**config.mk**
```make
export PLATFORM = sky130hd
export DESIGN_NAME = ddiot_regs
export DESIGN_NICKNAME = d
export VERILOG_FILES = /design/src/sv/ddiot_pkg.sv /design/src/sv/ddiot_regs.sv
export SDC_FILE = /design/constraint.sdc
export NUM_CORES = 1
export LEC_CHECK = 0
export ABC_AREA = 1
export BUFFER_PORTS_ARGS = -buffer_cell sky130_fd_sc_hd__buf_2
export CAP_MARGIN = 20
export CELL_PAD_IN_SITES_DETAIL_PLACEMENT = 2
export CELL_PAD_IN_SITES_GLOBAL_PLACEMENT = 2
export CORE_ASPECT_RATIO = 1.1
export CORE_UTILIZATION = 34
export CTS_BUF_LIST = sky130_fd_sc_hd__clkbuf_16
export DETAILED_ROUTE_END_ITERATION = 6
export PLACE_DENSITY = 0.84
export SYNTH_ARGS = -nofsm -noshare
export SYNTH_HDL_FRONTEND = slang
export SYNTH_SLANG_ARGS = --single-unit
```
**constraint.sdc**
```tcl
create_clock -name clk_i -period 5.06 [get_ports clk_i]
set_input_delay 0.253 -clock clk_i [delete_from_list [all_inputs] [get_ports clk_i]]
set_output_delay 0.253 -clock clk_i [all_outputs]
set_load 0.02 [all_outputs]
```
**src/sv/ddiot_pkg.sv**
```systemverilog
// Shared types and constants for the disk drive I/O and timer unit.
`timescale 1ns / 1ps

package ddiot_pkg;

  typedef enum logic [1:0] {
    CMD_TICK  = 2'd0,
    CMD_READ  = 2'd1,
    CMD_WRITE = 2'd2,
    CMD_LOAD  = 2'd3
  } cmd_e;

  localparam int SIDES_DEFAULT = 2;
  localparam int SIDE_BYTES    = 65536;

  localparam logic CFG_DISK_PRESENT = 1'b0;
  localparam logic CFG_DISK_SIDE    = 1'b1;

  localparam logic [11:0] OFF_TIMER_LO = 12'h020;
  localparam logic [11:0] OFF_TIMER_HI = 12'h021;
  localparam logic [11:0] OFF_TIMER_MD = 12'h022;
  localparam logic [11:0] OFF_IO_EN    = 12'h023;
  localparam logic [11:0] OFF_WR_DATA  = 12'h024;
  localparam logic [11:0] OFF_CONTROL  = 12'h025;
  localparam logic [11:0] OFF_STATUS   = 12'h030;
  localparam logic [11:0] OFF_RD_DATA  = 12'h031;
  localparam logic [11:0] OFF_DRIVE    = 12'h032;
  localparam logic [11:0] OFF_EXT      = 12'h033;

  localparam logic [15:0] HEAD_LAST   = 16'd64999;
  localparam logic [7:0]  DELAY_SHORT = 8'd80;
  localparam logic [7:0]  DELAY_LONG  = 8'd255;
  localparam logic [7:0]  STATUS_BASE = 8'h40;
  localparam logic [7:0]  EXT_VALUE   = 8'h80;

  // One item's result, with the data byte still pending on the image memory.
  typedef struct packed {
    logic [7:0] rd;
    logic       handled;
    logic       use_mem;
    logic       in_range;
    logic       irq;
    logic       mirror;
  } res_t;

endpackage

```
**src/sv/ddiot_regs.sv**
```systemverilog
// Register file, timer and head logic; issues image memory accesses.
`timescale 1ns / 1ps

module ddiot_regs #(
  parameter int SIDES = ddiot_pkg::SIDES_DEFAULT,
  parameter int AW    = 17
) (
  input  logic                clk_i,
  input  logic                rst_ni,
  input  logic                cfg_we_i,
  input  logic                cfg_index_i,
  input  logic                cfg_data_i,
  input  logic                accept_i,
  input  ddiot_pkg::cmd_e     command_i,
  input  logic [11:0]         reg_offset_i,
  input  logic [7:0]          write_data_i,
  input  logic [16:0]         image_address_i,
  input  logic [7:0]          last_byte_i,
  output logic                mem_we_o,
  output logic                mem_re_o,
  output logic [AW-1:0]       mem_addr_o,
  output ddiot_pkg::res_t     res_o
);

  import ddiot_pkg::*;

  localparam int IMAGE_BYTES = SIDES * SIDE_BYTES;

  logic        present_q, side_q;
  logic [15:0] timer_count_q, timer_count_d;
  logic [15:0] timer_reload_q, timer_reload_d;
  logic [1:0]  timer_mode_q, timer_mode_d;
  logic [7:0]  io_enable_q, io_enable_d;
  logic [7:0]  io_control_q, io_control_d;
  logic [1:0]  irq_flags_q, irq_flags_d;
  logic [15:0] head_q, head_d;
  logic [1:0]  skip_q, skip_d;
  logic [7:0]  delay_q, delay_d;
  logic        mirror_q, mirror_d;

  logic [15:0] count_dec;
  logic [7:0]  delay_dec;
  logic [16:0] rd_ix, wr_ix, sel_ix;
  logic        rd_in_range, wr_in_range, ld_in_range;
  logic [31:0] addr_wide;
  logic        we, re;
  res_t        res;

  assign rd_ix       = {side_q, head_q};
  assign wr_ix       = {side_q, head_q - 16'd2};
  assign rd_in_range = 32'(rd_ix) < 32'(IMAGE_BYTES);
  assign wr_in_range = 32'(wr_ix) < 32'(IMAGE_BYTES);
  assign ld_in_range = 32'(image_address_i) < 32'(IMAGE_BYTES);
  assign count_dec   = timer_count_q - 16'd1;
  assign delay_dec   = delay_q - 8'd1;

  always_comb begin
    timer_count_d  = timer_count_q;
    timer_reload_d = timer_reload_q;
    timer_mode_d   = timer_mode_q;
    io_enable_d    = io_enable_q;
    io_control_d   = io_control_q;
    irq_flags_d    = irq_flags_q;
    head_d         = head_q;
    skip_d         = skip_q;
    delay_d        = delay_q;
    mirror_d       = mirror_q;
    we             = 1'b0;
    re             = 1'b0;
    sel_ix         = rd_ix;
    res            = '0;

    case (command_i)
      CMD_TICK: begin
        if (timer_mode_q[1] && timer_count_q != 16'd0) begin
          timer_count_d = count_dec;
          if (count_dec == 16'd0) begin
            if (timer_mode_q[0]) begin
              timer_count_d = timer_reload_q;
            end else begin
              timer_mode_d[1] = 1'b0;
            end
            irq_flags_d[0] = 1'b1;
          end
        end
        if (delay_q != 8'd0) begin
          delay_d = delay_dec;
          if (delay_dec == 8'd0 && io_control_q[7]) begin
            irq_flags_d[1] = 1'b1;
          end
        end
      end
      CMD_READ: begin
        res.handled = reg_offset_i inside {[OFF_STATUS:OFF_EXT]};
        case (reg_offset_i)
          OFF_STATUS: begin
            res.rd      = {6'd0, irq_flags_q};
            irq_flags_d = 2'd0;
          end
          OFF_RD_DATA: begin
            if (!present_q) begin
              res.rd = last_byte_i;
            end else begin
              // data byte arrives from the image memory next cycle
              re           = rd_in_range;
              res.use_mem  = 1'b1;
              res.in_range = rd_in_range;
              if (head_q < HEAD_LAST) begin
                head_d = head_q + 16'd1;
              end
              delay_d        = DELAY_SHORT;
              irq_flags_d[1] = 1'b0;
            end
          end
          OFF_DRIVE: begin
            res.rd = STATUS_BASE;
            if (!present_q) begin
              res.rd = res.rd | 8'h05;
            end
            if (!present_q || !io_control_q[0] || io_control_q[1]) begin
              res.rd = res.rd | 8'h02;
            end
          end
          OFF_EXT: res.rd = EXT_VALUE;
          default: res.rd = 8'd0;
        endcase
      end
      CMD_WRITE: begin
        case (reg_offset_i)
          OFF_TIMER_LO: begin
            timer_reload_d[7:0] = write_data_i;
            irq_flags_d[0]      = 1'b0;
          end
          OFF_TIMER_HI: begin
            timer_reload_d[15:8] = write_data_i;
            irq_flags_d[0]       = 1'b0;
          end
          OFF_TIMER_MD: begin
            timer_mode_d   = write_data_i[1:0];
            timer_count_d  = timer_reload_q;
            irq_flags_d[0] = 1'b0;
          end
          OFF_IO_EN: io_enable_d = write_data_i;
          OFF_WR_DATA: begin
            // head never passes the last track byte, so the limit check always holds
            if (present_q && !io_control_q[2] && io_enable_q[0]) begin
              if (skip_q != 2'd0) begin
                skip_d = skip_q - 2'd1;
              end else if (head_q >= 16'd2) begin
                we     = wr_in_range;
                sel_ix = wr_ix;
              end
            end
          end
          OFF_CONTROL: begin
            irq_flags_d[1] = 1'b0;
            mirror_d       = write_data_i[3];
            if (present_q) begin
              if (!write_data_i[6] && io_control_q[6] && !write_data_i[4]) begin
                head_d  = (head_q >= 16'd2) ? head_q - 16'd2 : 16'd0;
                delay_d = DELAY_LONG;
              end
              if (!write_data_i[2]) begin
                skip_d = 2'd2;
              end
              if (write_data_i[1]) begin
                head_d  = 16'd0;
                delay_d = DELAY_LONG;
              end
              if (write_data_i[6]) begin
                delay_d = DELAY_LONG;
              end
              io_control_d = write_data_i;
            end
          end
          default: ;
        endcase
      end
      CMD_LOAD: begin
        we     = ld_in_range;
        sel_ix = image_address_i;
      end
      default: ;
    endcase

    res.irq    = |irq_flags_d;
    res.mirror = mirror_d;
  end

  always_ff @(posedge clk_i or negedge rst_ni) begin
    if (!rst_ni) begin
      present_q      <= 1'b0;
      side_q         <= 1'b0;
      timer_count_q  <= '0;
      timer_reload_q <= '0;
      timer_mode_q   <= '0;
      io_enable_q    <= '0;
      io_control_q   <= '0;
      irq_flags_q    <= '0;
      head_q         <= '0;
      skip_q         <= '0;
      delay_q        <= '0;
      mirror_q       <= 1'b0;
    end else begin
      if (cfg_we_i) begin
        case (cfg_index_i)
          CFG_DISK_PRESENT: present_q <= cfg_data_i;
          CFG_DISK_SIDE:    side_q    <= cfg_data_i;
          default: ;
        endcase
      end
      if (accept_i) begin
        timer_count_q  <= timer_count_d;
        timer_reload_q <= timer_reload_d;
        timer_mode_q   <= timer_mode_d;
        io_enable_q    <= io_enable_d;
        io_control_q   <= io_control_d;
        irq_flags_q    <= irq_flags_d;
        head_q         <= head_d;
        skip_q         <= skip_d;
        delay_q        <= delay_d;
        mirror_q       <= mirror_d;
      end
    end
  end

  assign addr_wide  = 32'(sel_ix);
  assign mem_addr_o = addr_wide[AW-1:0];
  assign mem_we_o   = accept_i && we;
  assign mem_re_o   = accept_i && re;
  assign res_o      = res;

endmodule

```
==> reports/metrics.cfg <==
[outcome]
status=finished, final reports clean

[critical_path]
cp.arrival_ns=2.75
cp_slowest_cell=dfrtp_1
required_ns=4.81
crit_chain=nor2_1 -> nand2_2 -> nor2_4 -> nand3_2 -> inv_2 -> nand3_2 -> nand2_2 -> inv_2 -> a21oi_1 -> o21ai_1 -> nand3_1 -> buf_2
cpPeakStageDelay_ns=0.45
endpoint_kind=output pin
worst_setup_path_start_kind=flip-flop
crit_fanout=14
cp.depth=12
reg2reg_depth=11
timing.rr.start=head_q[1]
r2r-end=head_q[8]
worstSetupStartpoint=head_q[2]
critPathTopFamily=simple AND/OR/NAND/NOR gates
crit_end=mem_addr_o[12]
crit_buf_inv=3
critPathKind=flip-flop to output pin
ff2ff_setup_slack_ns=2.32

[synth]
syn_inst=846
ys_seq_area_share_pct=31.1
yosys.area.top_type_share_pct=31.1
synth.top_cells.by_area=dfrtp_1 (31%), nand2_1 (14%), nand3_1 (7.2%), inv_1 (6.6%), o21ai_0 (5.3%)
synthArstFlopShare_pct=100
syn_avg_cell_area_sq_um=6.75
synth_largest_area_cell=dfrtp_1
ys.flop_type=dfrtp_1
synth_edf_count=0
ys_types=47
syn_nets=916
ys_ff_latch=71
synth-warning-count=0
syn_area_sq_um=5710

[cells_and_area]
finalNetCount=985
seq_area_sq_um=1780
final_layout_size_suffix_gt1_share_pct=18.0
antenna_cells=0
synthToLayoutAreaGrowth_pct=15.2
final_cells=1123
fill_cells=2044
multi_input_area_sq_um=3350

[global_routing]
grt_start_max_net_pins=72
antenna_found_initial=0
overflow=0
grt_pass1_vias=6394
grt_pass1_wl_mm=33.0
grt_usage_pct=24.2

[drt]
ant_nets=0
vias=5981
drc=0
dr.pass1.iters=5
wl_per_cell_um=17.9
detail_route.vias_per_cell=5.33
drt-total-wl_mm=20.1
drtIter0Drc=210

[timing]
fin_skew_ns=0.00745
hold_viol_final=0
setup_tns_ns=0
fin_crit_sh_pct=59.3
fmax_mhz=333
setup_violations=0
slew_headroom_pct=32.7
worst_pin_slew_ns=1.01
rsz0062_at_grt=false
drv_slew=0
fin_crit_ns=3.00

[floorplan]
die_h_um=138
dieArea_sq_um=17300
core_region_area_sq_um=16400
initial_utilization_pct=34.9
rows=49
die_w_um=126
ios=85

[cts]
htreeDepth=3
cts_inserted_buffers=9
clk_pin_slew_ns=0.06
clock-sinks=71
root_buffer=clkbuf_16
clock_path_buffers=2
clock_latency_ns=0.35
cts_tree=built
cts_setup_buffers=0
post_cts_resized=0
cts_hold_buf=0

[place]
gp_congestion=0.827
placedCellCount=1107
dp_hpwl_mm=15.1
portBuffers=84

[power]
max-vdd-ir-drop_mv=0.185
powerDensity_nw_per_um2=410
leakagePower_uw=0.00323

[run]
cap_violations=0

[hold_path]
min_path_type=primary input to asynchronous set/reset pin

-- sequential cells by signal, summed over array words and instances, names as in the netlist --
signal,flops
head_q,16
timer_count_q,16
timer_reload_q,16
delay_q,8
io_control_q,5
irq_flags_q,2
skip_q,2
timer_mode_q,2
io_enable_q,1
mirror_q,1
present_q,1
side_q,1
-- layout by cell type (no fill, tap or decap), drive strengths merged --
master	Yosys	layout
inv	110	110
clkbuf	15	9
a22oi	21	21
nor3	13	13
nand3	92	92
nor3b	1	1
a31oi	2	2
a21oi	30	30
o21ai	66	66
o22ai	5	5
or2	3	3
clkinvlp	0	2
bufinv	0	3
nor4	5	5
a22o	1	1
o2111ai	1	1
xnor2	2	2
ha	17	17
xor2	21	21
nand4	9	9
a21boi	1	1
buf	14	87
clkinv	3	4
nand2	237	237
o21a	3	3
nand3b	2	2
dfrtp	71	71
a32oi	1	1
o31ai	1	1
nor2	91	91
o211ai	5	5
a211oi	3	3
-- per-stage QoR --
stage	hold WS, ns	total power, uW	setup WS (ns)	cell area, sq um	util (%)
2_1_floorplan	-0.0426	1620	3.01	5710	-
3_3_place_gp	0.459	1900	2.09	6240	38.1
3_5_place_dp	0.473	1950	1.91	6240	38.1
4_1_cts	0.101	2720	2.02	6580	40.2
5_1_grt	0.135	2880	1.87	6580	40.2
6_report	0.0549	2700	2.06	6580	40.2
-- where the power goes --
part,total [uW],switching [uW],internal [uW]
Combinational,1090,725,365
Sequential,862,181,682
Clock,746,268,478
Total,2700,1170,1520
-- worst min path at each step --
stage / end / slack, ns / cells past startpoint
floorplan: delay_q[0] / -0.04 / 0
global placement: skip_q[1] / 0.46 / 1
detailed placement: skip_q[1] / 0.47 / 1
CTS: skip_q[1] / 0.10 / 1
global route: skip_q[1] / 0.13 / 1
finish: skip_q[1] / 0.05 / 1
-- routing by layer --
metal | vias to the layer above | track usage [%] | part of all wire, %
met2 | 99 | 45.8 | 52
met5 | - | 0 | 0
met3 | 26 | 3.70 | 2.7
li1 | 2879 | - | -
met1 | 2977 | 28.2 | 43
met4 | 0 | 7.18 | 1.7
-- logic make-up after synthesis --
kind of cell | count (synthesis) | share of synthesized area [%]
AO/OA/AOI/OAI | 140 | 14.2
XOR/XNOR | 23 | 3.66
adder cells (fa/ha/maj) | 17 | 3.72
buffers and inverters | 142 | 10.4
flip-flops | 71 | 31.1
AND/OR/NAND/NOR | 453 | 37.0
-- Yosys cell counts (3+ instances only) --
cell	instances
o21ai_1	5
dfrtp_1	71
buf_4	6
o21ai_0	61
nand2_2	15
inv_2	9
o22ai_1	5
nor2_2	8
buf_2	3
xor2_1	20
nand3_2	8
o21a_1	3
nor2_4	6
nor2_1	76
inv_1	101
nand4_1	9
ha_1	17
nand3_1	82
nand2_1	220
a22oi_1	21
nor3_1	8
nor4_1	5
a211oi_1	3
a21oi_1	29
clkbuf_1	15
o211ai_1	5
nor3_2	5
or2_2	3
-- cell type report --
type | instances | area share, %
well taps | 204 | 3.88
clock buffers | 9 | 3.42
inverters | 113 | 6.46
clock inverters | 6 | 1.67
repair buffers | 87 | 6.77
multi-input cells | 633 | 50.8
flip-flops and latches | 71 | 27.0
Note: power is estimated with default switching activity, not from simulation.
